[src/rtl/core/ush_pkg.sv]
// Shared constants and types for the universal string hash block.
// No dependencies; compiled first.

package ush_pkg;

	localparam int KEY_W  = 8;              // key byte width
	localparam int IDX_W  = 16;             // bucket index / running state width
	localparam int SIZE_W = 17;             // table size register width
	localparam int PROD_W = 2 * IDX_W;      // product width fed to the remainder units

	localparam logic [IDX_W-1:0]  SEED_MULT  = 16'd31415;
	localparam logic [IDX_W-1:0]  MULT_STEP  = 16'd27183;
	localparam logic [SIZE_W-1:0] SIZE_MIN   = 17'd2;
	localparam logic [SIZE_W-1:0] SIZE_MAX   = 17'd65536;
	localparam logic [SIZE_W-1:0] SIZE_RESET = 17'd256;

	typedef enum logic [1:0] {
		ST_IDLE = 2'b01,
		ST_RUN  = 2'b10
	} state_t;

endpackage

[src/rtl/core/ush_if.sv]
// Handshake channel interfaces: key bytes in, bucket indexes out, table size writes.
// Depends on ush_pkg.

interface ush_key_if;
	import ush_pkg::*;
	logic             valid;
	logic             ready;
	logic [KEY_W-1:0] key_byte;
	modport source (output valid, output key_byte, input ready);
	modport sink   (input valid, input key_byte, output ready);
endinterface

interface ush_bucket_if;
	import ush_pkg::*;
	logic             valid;
	logic             ready;
	logic [IDX_W-1:0] bucket_index;
	modport source (output valid, output bucket_index, input ready);
	modport sink   (input valid, input bucket_index, output ready);
endinterface

interface ush_cfg_if;
	import ush_pkg::*;
	logic              valid;
	logic              ready;
	logic [SIZE_W-1:0] bucket_count;
	modport source (output valid, output bucket_count, input ready);
	modport sink   (input valid, input bucket_count, output ready);
endinterface

[src/rtl/core/ush_modred.sv]
// Bit-serial remainder unit: shifts the dividend in MSB first, one bit per cycle,
// keeping a partial remainder below the divisor. Depends on ush_pkg for defaults.

module ush_modred #(
	parameter int DVD_W = ush_pkg::PROD_W,
	parameter int DIV_W = ush_pkg::SIZE_W
) (
	input  logic             clk,
	input  logic             arst_n,
	input  logic             start,
	input  logic [DVD_W-1:0] dividend,
	input  logic [DIV_W-1:0] divisor,
	output logic             done,
	output logic [DIV_W-2:0] remainder
);
	localparam int              CNT_W = $clog2(DVD_W);
	localparam logic [CNT_W-1:0] LAST = CNT_W'(DVD_W - 1);

	logic [DVD_W-1:0] dvd_q;
	logic [DIV_W-1:0] div_q;
	logic [DIV_W-2:0] rem_q;
	logic [CNT_W-1:0] cnt_q;
	logic             busy_q;
	logic             done_q;

	logic [DIV_W-1:0] trial;
	logic [DIV_W-1:0] diff;
	logic [DIV_W-2:0] rem_nxt;

	// partial remainder < divisor, so one conditional subtract per bit suffices
	assign trial   = {rem_q, dvd_q[DVD_W-1]};
	assign diff    = trial - div_q;
	assign rem_nxt = (trial >= div_q) ? diff[DIV_W-2:0] : trial[DIV_W-2:0];

	always_ff @(posedge clk or negedge arst_n) begin
		if (!arst_n) begin
			busy_q <= 1'b0;
			done_q <= 1'b0;
			cnt_q  <= '0;
		end else begin
			done_q <= 1'b0;
			if (start) begin
				busy_q <= 1'b1;
				cnt_q  <= '0;
			end else if (busy_q) begin
				cnt_q <= cnt_q + 1'b1;
				if (cnt_q == LAST) begin
					busy_q <= 1'b0;
					done_q <= 1'b1;
				end
			end
		end
	end

	always_ff @(posedge clk) begin
		if (start) begin
			dvd_q <= dividend;
			div_q <= divisor;
			rem_q <= '0;
		end else if (busy_q) begin
			dvd_q <= {dvd_q[DVD_W-2:0], 1'b0};
			rem_q <= rem_nxt;
		end
	end

	assign done      = done_q;
	assign remainder = rem_q;

endmodule

[src/rtl/core/universal_string_hash_top.sv]
// Universal string hash, one key byte per request.
// Nonzero byte: accepted, then 32 bit-serial remainder steps and one write-back;
// no byte is taken until the write-back. The 32-bit products set the step count.
// Terminating zero byte: bucket index valid in the cycle after accept.
// Reset: table size 256, hash 0, multiplier 31415, no result pending.
// Depends on ush_pkg, ush_if, ush_modred.

module universal_string_hash_top (
	input  logic         clk,
	input  logic         arst_n,
	ush_key_if.sink      key,
	ush_bucket_if.source bucket,
	ush_cfg_if.sink      cfg
);
	import ush_pkg::*;

	state_t            state_q;
	logic [SIZE_W-1:0] bucket_count_q;
	logic [IDX_W-1:0]  hash_q;
	logic [IDX_W-1:0]  mult_q;
	logic [IDX_W-1:0]  out_idx_q;
	logic              out_vld_q;

	logic              is_end;
	logic              accept;
	logic              start;
	logic [PROD_W-1:0] mh;
	logic [PROD_W-1:0] prod_h;
	logic [PROD_W-1:0] prod_m;
	logic [SIZE_W-1:0] size_m1;
	logic              done_h;
	logic              done_m;
	logic [IDX_W-1:0]  rem_h;
	logic [IDX_W-1:0]  rem_m;

	assign is_end = (key.key_byte == '0);
	// a nonzero byte needs no output slot, so it may enter while a result waits
	assign key.ready = (state_q == ST_IDLE) &&
	                   (!is_end || !out_vld_q || bucket.ready);
	assign accept = key.valid && key.ready;
	assign start  = accept && !is_end;

	assign mh      = mult_q * hash_q;
	assign prod_h  = mh + PROD_W'(key.key_byte);
	assign prod_m  = mult_q * MULT_STEP;
	assign size_m1 = bucket_count_q - 1'b1;

	ush_modred #(.DVD_W(PROD_W), .DIV_W(SIZE_W)) u_red_hash (
		.clk       (clk),
		.arst_n    (arst_n),
		.start     (start),
		.dividend  (prod_h),
		.divisor   (bucket_count_q),
		.done      (done_h),
		.remainder (rem_h)
	);

	ush_modred #(.DVD_W(PROD_W), .DIV_W(SIZE_W)) u_red_mult (
		.clk       (clk),
		.arst_n    (arst_n),
		.start     (start),
		.dividend  (prod_m),
		.divisor   (size_m1),
		.done      (done_m),
		.remainder (rem_m)
	);

	always_ff @(posedge clk or negedge arst_n) begin
		if (!arst_n) begin
			state_q <= ST_IDLE;
			hash_q  <= '0;
			mult_q  <= SEED_MULT;
		end else begin
			case (state_q)
				ST_IDLE: begin
					if (start) begin
						state_q <= ST_RUN;
					end else if (accept) begin
						hash_q <= '0;
						mult_q <= SEED_MULT;
					end
				end
				ST_RUN: begin
					// both units start together and finish in the same cycle
					if (done_h && done_m) begin
						hash_q  <= rem_h;
						mult_q  <= rem_m;
						state_q <= ST_IDLE;
					end
				end
				default: state_q <= ST_IDLE;
			endcase
		end
	end

	always_ff @(posedge clk or negedge arst_n) begin
		if (!arst_n) begin
			out_vld_q <= 1'b0;
		end else if (accept && is_end) begin
			out_vld_q <= 1'b1;
		end else if (bucket.ready) begin
			out_vld_q <= 1'b0;
		end
	end

	always_ff @(posedge clk) begin
		if (accept && is_end) begin
			out_idx_q <= hash_q;
		end
	end

	assign bucket.valid        = out_vld_q;
	assign bucket.bucket_index = out_idx_q;

	// table size saturates to 2..65536
	assign cfg.ready = 1'b1;
	always_ff @(posedge clk or negedge arst_n) begin
		if (!arst_n) begin
			bucket_count_q <= SIZE_RESET;
		end else if (cfg.valid) begin
			if (cfg.bucket_count < SIZE_MIN) begin
				bucket_count_q <= SIZE_MIN;
			end else if (cfg.bucket_count > SIZE_MAX) begin
				bucket_count_q <= SIZE_MAX;
			end else begin
				bucket_count_q <= cfg.bucket_count;
			end
		end
	end

endmodule
[src/flat_wrapper.sv]
// flat-port wrapper written by rule: the top's interface ports become plain ports
module universal_string_hash_top_flat import ush_pkg::*;
  (clk, arst_n, key_valid, key_key_byte, key_ready, bucket_valid, bucket_bucket_index, bucket_ready, cfg_valid, cfg_bucket_count, cfg_ready);
  ush_key_if key_i ();
  ush_bucket_if bucket_i ();
  ush_cfg_if cfg_i ();
  input  logic clk;
  input  logic arst_n;
  input wire logic [$bits(key_i.valid)-1:0] key_valid;
  input wire logic [$bits(key_i.key_byte)-1:0] key_key_byte;
  output wire logic [$bits(key_i.ready)-1:0] key_ready;
  output wire logic [$bits(bucket_i.valid)-1:0] bucket_valid;
  output wire logic [$bits(bucket_i.bucket_index)-1:0] bucket_bucket_index;
  input wire logic [$bits(bucket_i.ready)-1:0] bucket_ready;
  input wire logic [$bits(cfg_i.valid)-1:0] cfg_valid;
  input wire logic [$bits(cfg_i.bucket_count)-1:0] cfg_bucket_count;
  output wire logic [$bits(cfg_i.ready)-1:0] cfg_ready;
  assign key_i.valid = key_valid;
  assign key_i.key_byte = key_key_byte;
  assign key_ready = key_i.ready;
  assign bucket_valid = bucket_i.valid;
  assign bucket_bucket_index = bucket_i.bucket_index;
  assign bucket_i.ready = bucket_ready;
  assign cfg_i.valid = cfg_valid;
  assign cfg_i.bucket_count = cfg_bucket_count;
  assign cfg_ready = cfg_i.ready;
  universal_string_hash_top u_core (.clk(clk), .arst_n(arst_n), .key(key_i), .bucket(bucket_i), .cfg(cfg_i));
endmodule
[config.mk]
export PLATFORM = sky130hd
export DESIGN_NAME = universal_string_hash_top_flat
export DESIGN_NICKNAME = d
export VERILOG_FILES = /design/src/rtl/core/ush_pkg.sv /design/src/rtl/core/ush_if.sv /design/src/rtl/core/ush_modred.sv /design/src/rtl/core/universal_string_hash_top.sv /design/src/flat_wrapper.sv
export SDC_FILE = /design/constraint.sdc
export NUM_CORES = 1
export LEC_CHECK = 0
export ABC_CLOCK_PERIOD_IN_PS = 13900
export BUFFER_PORTS_ARGS = -buffer_cell sky130_fd_sc_hd__buf_2
export CAP_MARGIN = 20
export CORE_MARGIN = 4
export CORE_UTILIZATION = 55
export CTS_CLUSTER_DIAMETER = 120
export CTS_CLUSTER_SIZE = 8
export DETAILED_ROUTE_END_ITERATION = 8
export PLACE_DENSITY_LB_ADDON = 0.2
export SLEW_MARGIN = 40
export SYNTH_ARGS = -nofsm -noshare
export SYNTH_HDL_FRONTEND = slang
export SYNTH_SLANG_ARGS = --single-unit
[constraint.sdc]
create_clock -name clk -period 13.9 [get_ports clk]
set_input_delay 2.78 -clock clk [delete_from_list [all_inputs] [get_ports clk]]
set_output_delay 2.78 -clock clk [all_outputs]
set_load 0.05 [all_outputs]
Word level (Yosys, flattened, before mapping) --
Index checks and enable logic that the tools add are counted.
Cells by class: magnitude comparators 4, reductions and logical operators 16, equal/unequal tests 8, muxes and demuxes 37, $mul 2, add/sub/neg operators 6
Operator list (count):
- $mux 16 | 8
- $mux 32 | 2
- $pmux 16 s2 | 2
- $mux 31 | 2
- $ge 17x17->1 | 2
- $mux 17 | 2
- $add 32x8->32 | 1
- $mul 16x16->32 | 1
- $sub 16x16->16 | 2
- $mul 16x15->31 const B | 1
- $mux 5 | 4
- $gt 17x17->1 const B | 1
- $lt 17x2->1 const B | 1
- $sub 17x1->17 const B | 1
- $mux 1 | 14
- $add 5x1->5 const B | 2
- $eq 5x5->1 const B | 2
- $logic_not 8->1 | 1
- $reduce_bool 2->1 | 4
- $ne 2x1->1 const B | 3
- $logic_and 1x1->1 | 5
- $mux 2 | 2
- $pmux 2 s2 | 1
- $reduce_and 4->1 | 1
- other kinds (6) | 8
Word-level totals: logic and storage cells 92, input bits 30, bits in registers 212, output and inout port bits 19

Longest topological paths before layout --
word-level depth 9, mapped depth 25, gate-level depth less buffers 23

Modules after synthesis --
A second synthesis with hierarchy kept.
Unflattened totals: cell total of the unflattened synthesis 2514, area, all modules 24312.1 um2
Modules (own cells, without submodules):
- universal_string_hash_top | instances 1, cells an instance 1856, sequential area each 1798.0 um2, area an instance 16662.2 um2
- ush_modred | instances 2, cells an instance 329, sequential area each 1966.9 um2, area an instance 3824.9 um2

Least setup slack after synthesis --
OpenSTA, ideal clock, no wires.
path type input to register, from input port key_key_byte[6], to register u_core.u_red_hash.dvd_q[23], data pin, data required time 13.645 ns, library setup time 0.255 ns, stages 18, setup slack 6.889 ns, arrival time 6.756 ns, buffers on the path 0, path through inv_1 -> fa_1 -> fa_1 -> inv_1 -> ha_1 -> inv_1 -> fa_1 -> inv_1 -> ha_1 -> o211a_1 -> o31a_1 -> o2111a_1 -> o311ai_2 -> a211o_1 -> a21bo_2 -> a21oi_2 -> or3_1 -> a31o_1
Between the ends: cells in the longest elaborated chain, start to end 8, elaborated cells on any way between the ends 9, classes of those cells add/sub: 1; mux: 1; reduce/logical: 7
Ends and longest elaborated chain:
- start: declaration | line flat_wrapper.sv:10 | input wire logic [$bits(key_i.key_byte)-1:0] key_key_byte;
- parallel branches: the longest is 7 deep, another holds $add 32x8->32
- $mux 32 (*) | line ush_modred.sv:56 | if (start) begin
- end signal: assignment | line ush_modred.sv:57 | dvd_q <= dividend;
- end signal: assignment | line ush_modred.sv:61 | dvd_q <= {dvd_q[DVD_W-2:0], 1'b0};
- end: declaration | line ush_modred.sv:19 | logic [DVD_W-1:0] dvd_q;
Every way passes the cells marked *. A chain may end at the register's enable or synchronous reset.

Final worst setup path --
from input port key_key_byte[0], to output port key_ready
Between the ends: cells in the longest elaborated chain, start to end 5
Ends and longest elaborated chain:
- $logic_not 8->1 | line universal_string_hash_top.sv:36 | assign is_end = (key.key_byte == '0);
- $logic_not 1->1 | line universal_string_hash_top.sv:39 | (!is_end || !out_vld_q || bucket.ready);
- $logic_or 1x1->1 (2 in a row) | line universal_string_hash_top.sv:39
- $logic_and 1x1->1 | line universal_string_hash_top.sv:38 | assign key.ready = (state_q == ST_IDLE) &&
- end: declaration | line flat_wrapper.sv:11 | output wire logic [$bits(key_i.ready)-1:0] key_ready;
Every way passes these cells.

==> metrics.md <==
| Metric | Value |
|---|---|
| Max Slew Vio Count | 0 |
| Power Dens Cells | around 190 nW/um^2 |
| Final Power | 4.85 mW |
| Filler instances | 3638 |
| Die Wd | 215 um |
| Initial antenna violation count | 0 |
| Tcrit/Tclk final | 50.3% |
| Per-cell routed wire length | 17.2 um |
| Die H | 215 um |
| Met2 WL | 24600 um |
| Via density | 5.53 |
| Status | complete, no violations |
| Worst reg-to-reg path cell count | 22 |
| Post-route ant nets | 0 |
| GRT Total Usage | a little under a quarter |
| IO Port Bufs | 47 |
| Leak | 12.6 nW |
| Hold Startpoint | u_core.u_red_hash.remainder[3]$_SDFFE_PP0P_ |
| Core ar. | 42200 um^2 |
| Clk_skew | 0.0174 ns |
| Crit path max-delay family | simple AND/OR/NAND/NOR gates |
| Cell Area, Synth | 23600 um^2 |
| Max-Cap Viols | 0 |
| Most common cell after layout, fill and taps aside | inv_1 |
| Footprint of the multi-input gates | roughly 16000 um^2 |
| TritonCTS Sinks | 212 |
| Worst reg2reg path endpoint | u_core.u_red_hash.dvd_q[30]$_DFFE_PP_ |
| Hold_buf cts | 0 |
| Largest net degree at the start of global routing | 84 |
| Worst Max-Slew Pin Slew | 0.843 ns |
| Vias in the first global route | 17.8k |
| Routed WL | around 53000 um |
| Clock transition at path regs | 0.05 ns |
| GRT overflow | 0 |
| CTS Buf Count | 30 |
| Most frequent cells in the layout | inv_1, nand2_1, fa_1, ha_1, and2_1 |
| CP required | 11.12 ns |
| Max incr delay on CP | 0.66 ns |
| Most common cell on crit path | buf_2 |
| R2r setup slk | about 7 ns |
| Detailed placer's ending HPWL | 40600 um |
| Peak supply drop | 0.203 mV |
| Site Rows | 75 |
| Worst Path Arrival | 4.21 ns |
| Post-synthesis register bit count | 212 |
| CTS tree | yes |
| Setup bufs post-CTS | 0 |
| Post-Syn Area per Cell | 9.44 um^2 |
| Router iterations before antenna repair | 5 |
| Max-slew headroom | a little over two fifths |
| Register area share after synthesis | approximately a quarter |
| Share of cells above drive strength 1 | 5.32% |
| Area Growth Syn to Fin | 6.75% |
| Clock Latency Late Sink | 0.58 ns |
| Final net count | 3117 |
| Antenna cells | 0 |
| Syn nets | 3108 |
| First-pass GRT wire length | 89800 um |
| DIE AREA | 46400 um^2 |
| Crit-path cells | buf_2 > nor4_2 > a311oi_1 > buf_2 |
| Reg2Reg Launch Point | u_core.mult_q[7]$_DFFE_PN1P_ |
| Critical Path Start Type | primary input |
| CTS H-tree lvls | 1 |
| Unrepaired setup endpoints after global routing | false |
| Setup TNS | 0 ns |
| Drt initial violations | ~1.1k |
| Clk buf depth | 3 |
| # DRC | 0 |
| Synthesis warning total | 0 |
| Critical path class | primary input to primary output |
| Asr flop ratio synth | a little under a third |
| Resize count post-CTS | 0 |
| Cell Count, Final, Fillers Out | 3078 |
| Cells after Synth | 2506 |
| Hold Path End | u_core.hash_q[3]$_DFFE_PN0P_ |
| Number of flops mapped to enable cells by yosys | 113 |
| Endpoints failing hold | 0 |
| Worst hold stages | 2 |
| Top FF cell, synth | edfxtp_1 |
| RePlAce Congestion | 0.882 |
| Clock root buffer | clkbuf_16 |
| Final min period | 6.99 ns |
| Met3 wire len | 3320 um |
| Slowest CP cell | nor4_2 |
| Cell variety after synth | 66 |
| Top Metal Used | met4 |
| Fmax | 0.143 GHz |
| Initial Util | 56.0% |
| Wl on met1 | 23600 um |
| I/O Pins | 49 |
| Worst Hold Class | flip-flop to flip-flop |
| Post-Place Cells | slightly above 3k |
| Via count | 17.0k |
| Utilization after layout | 59.8% |
| Worst Setup End Kind | primary output |
| Final setup violation count | 0 |
| Buf/Inv on CP | 2 |
| CP Max Fanout | 2 |
| Register area | 5730 um^2 |
-- area by class of cell --
type / instances / share of cell area, %
inverter: 500 / 7.44
timing repair buffer: 59 / 1.32
clock inverter: 2 / 0.0843
multi-input combinational: 1712 / 62.5
sequential: 212 / 22.7
clock buffer: 54 / 3.33
tap: 539 / 2.67
-- where the power goes --
part,leakage (nW),internal (mW),switching [mW]
sequential,2.21,0.898,0.135
clock,0.409,0.402,0.284
combinational,9.97,1.31,1.81
total,12.6,2.61,2.23
-- routing by layer --
metal  global-route usage [%]  vias up
met2                     39.0      391
met4                     5.63        0
met3                     4.72       81
met5                        0        -
met1                     31.9     8469
li1                         -     8070
-- sequential cells by signal, summed over array words and instances, names as in the netlist, 2 cells and up --
register,flops
u_core.bucket.bucket_index,16
u_core.bucket_count_q,17
u_core.hash_q,16
u_core.mult_q,16
u_core.state_q,2
u_core.u_red_hash.cnt_q,5
u_core.u_red_hash.div_q,17
u_core.u_red_hash.dvd_q,32
u_core.u_red_hash.remainder,16
u_core.u_red_mult.cnt_q,5
u_core.u_red_mult.div_q,17
u_core.u_red_mult.dvd_q,32
u_core.u_red_mult.remainder,16
-- how the worst max path moves through the flow --
stage	slack, ns	depth (start not counted)	from	to
finish	6.91	4	key_key_byte[0]	key_ready
global placement	6.60	19	key_key_byte[6]	u_core.u_red_hash.dvd_q[23]$_DFFE_PP_
floorplan	6.89	18	key_key_byte[6]	u_core.u_red_hash.dvd_q[23]$_DFFE_PP_
detailed placement	6.56	19	key_key_byte[6]	u_core.u_red_hash.dvd_q[31]$_DFFE_PP_
global route	6.61	22	u_core.mult_q[7]$_DFFE_PN1P_	u_core.u_red_hash.dvd_q[30]$_DFFE_PP_
CTS	7.00	4	key_key_byte[0]	key_ready
-- worst min-delay path, stage by stage, from the launching register on --
cell     delay, ns
dfxtp_1       0.33
nand3_1       0.07
nand2_1       0.05
-- per-stage QoR --
step / hold slack, ns / worst slack (ns) / area [um^2]
global route: 0.484 / 6.61 / 25200
CTS: 0.489 / 7.00 / 25200
detailed placement: 0.475 / 6.56 / 24400
global placement: 0.462 / 6.60 / 24300
finish: 0.489 / 6.91 / 25200
floorplan: 0.423 / 6.89 / 23600
-- logic make-up (layout without fill, tap and decap cells) --
logic type / Yosys count / in the layout / share of synthesized area (%)
AO/OA/AOI/OAI: 348 / 348 / 9.18
XOR/XNOR: 94 / 94 / 3.48
adder cells (fa/ha/maj): 572 / 572 / 39.4
buffers and inverters: 582 / 615 / 9.29
flip-flops: 212 / 212 / 24.2
multiplexers: 29 / 29 / 1.24
other: 1 / 1 / 0.0159
AND/OR/NAND/NOR: 668 / 668 / 13.2
-- Yosys cell counts (53+ instances only) --
cell type,number,area [um^2]
clkbuf_1,76,285
dfrtp_1,53,1330
nand2_1,322,1210
nor2_1,73,274
a21oi_1,87,435
inv_1,499,1870
xnor2_1,60,526
and2_1,124,776
o21ai_0,123,616
edfxtp_1,113,3390
ha_1,285,3570
fa_1,287,5750
(Power assumes the default switching activity.)
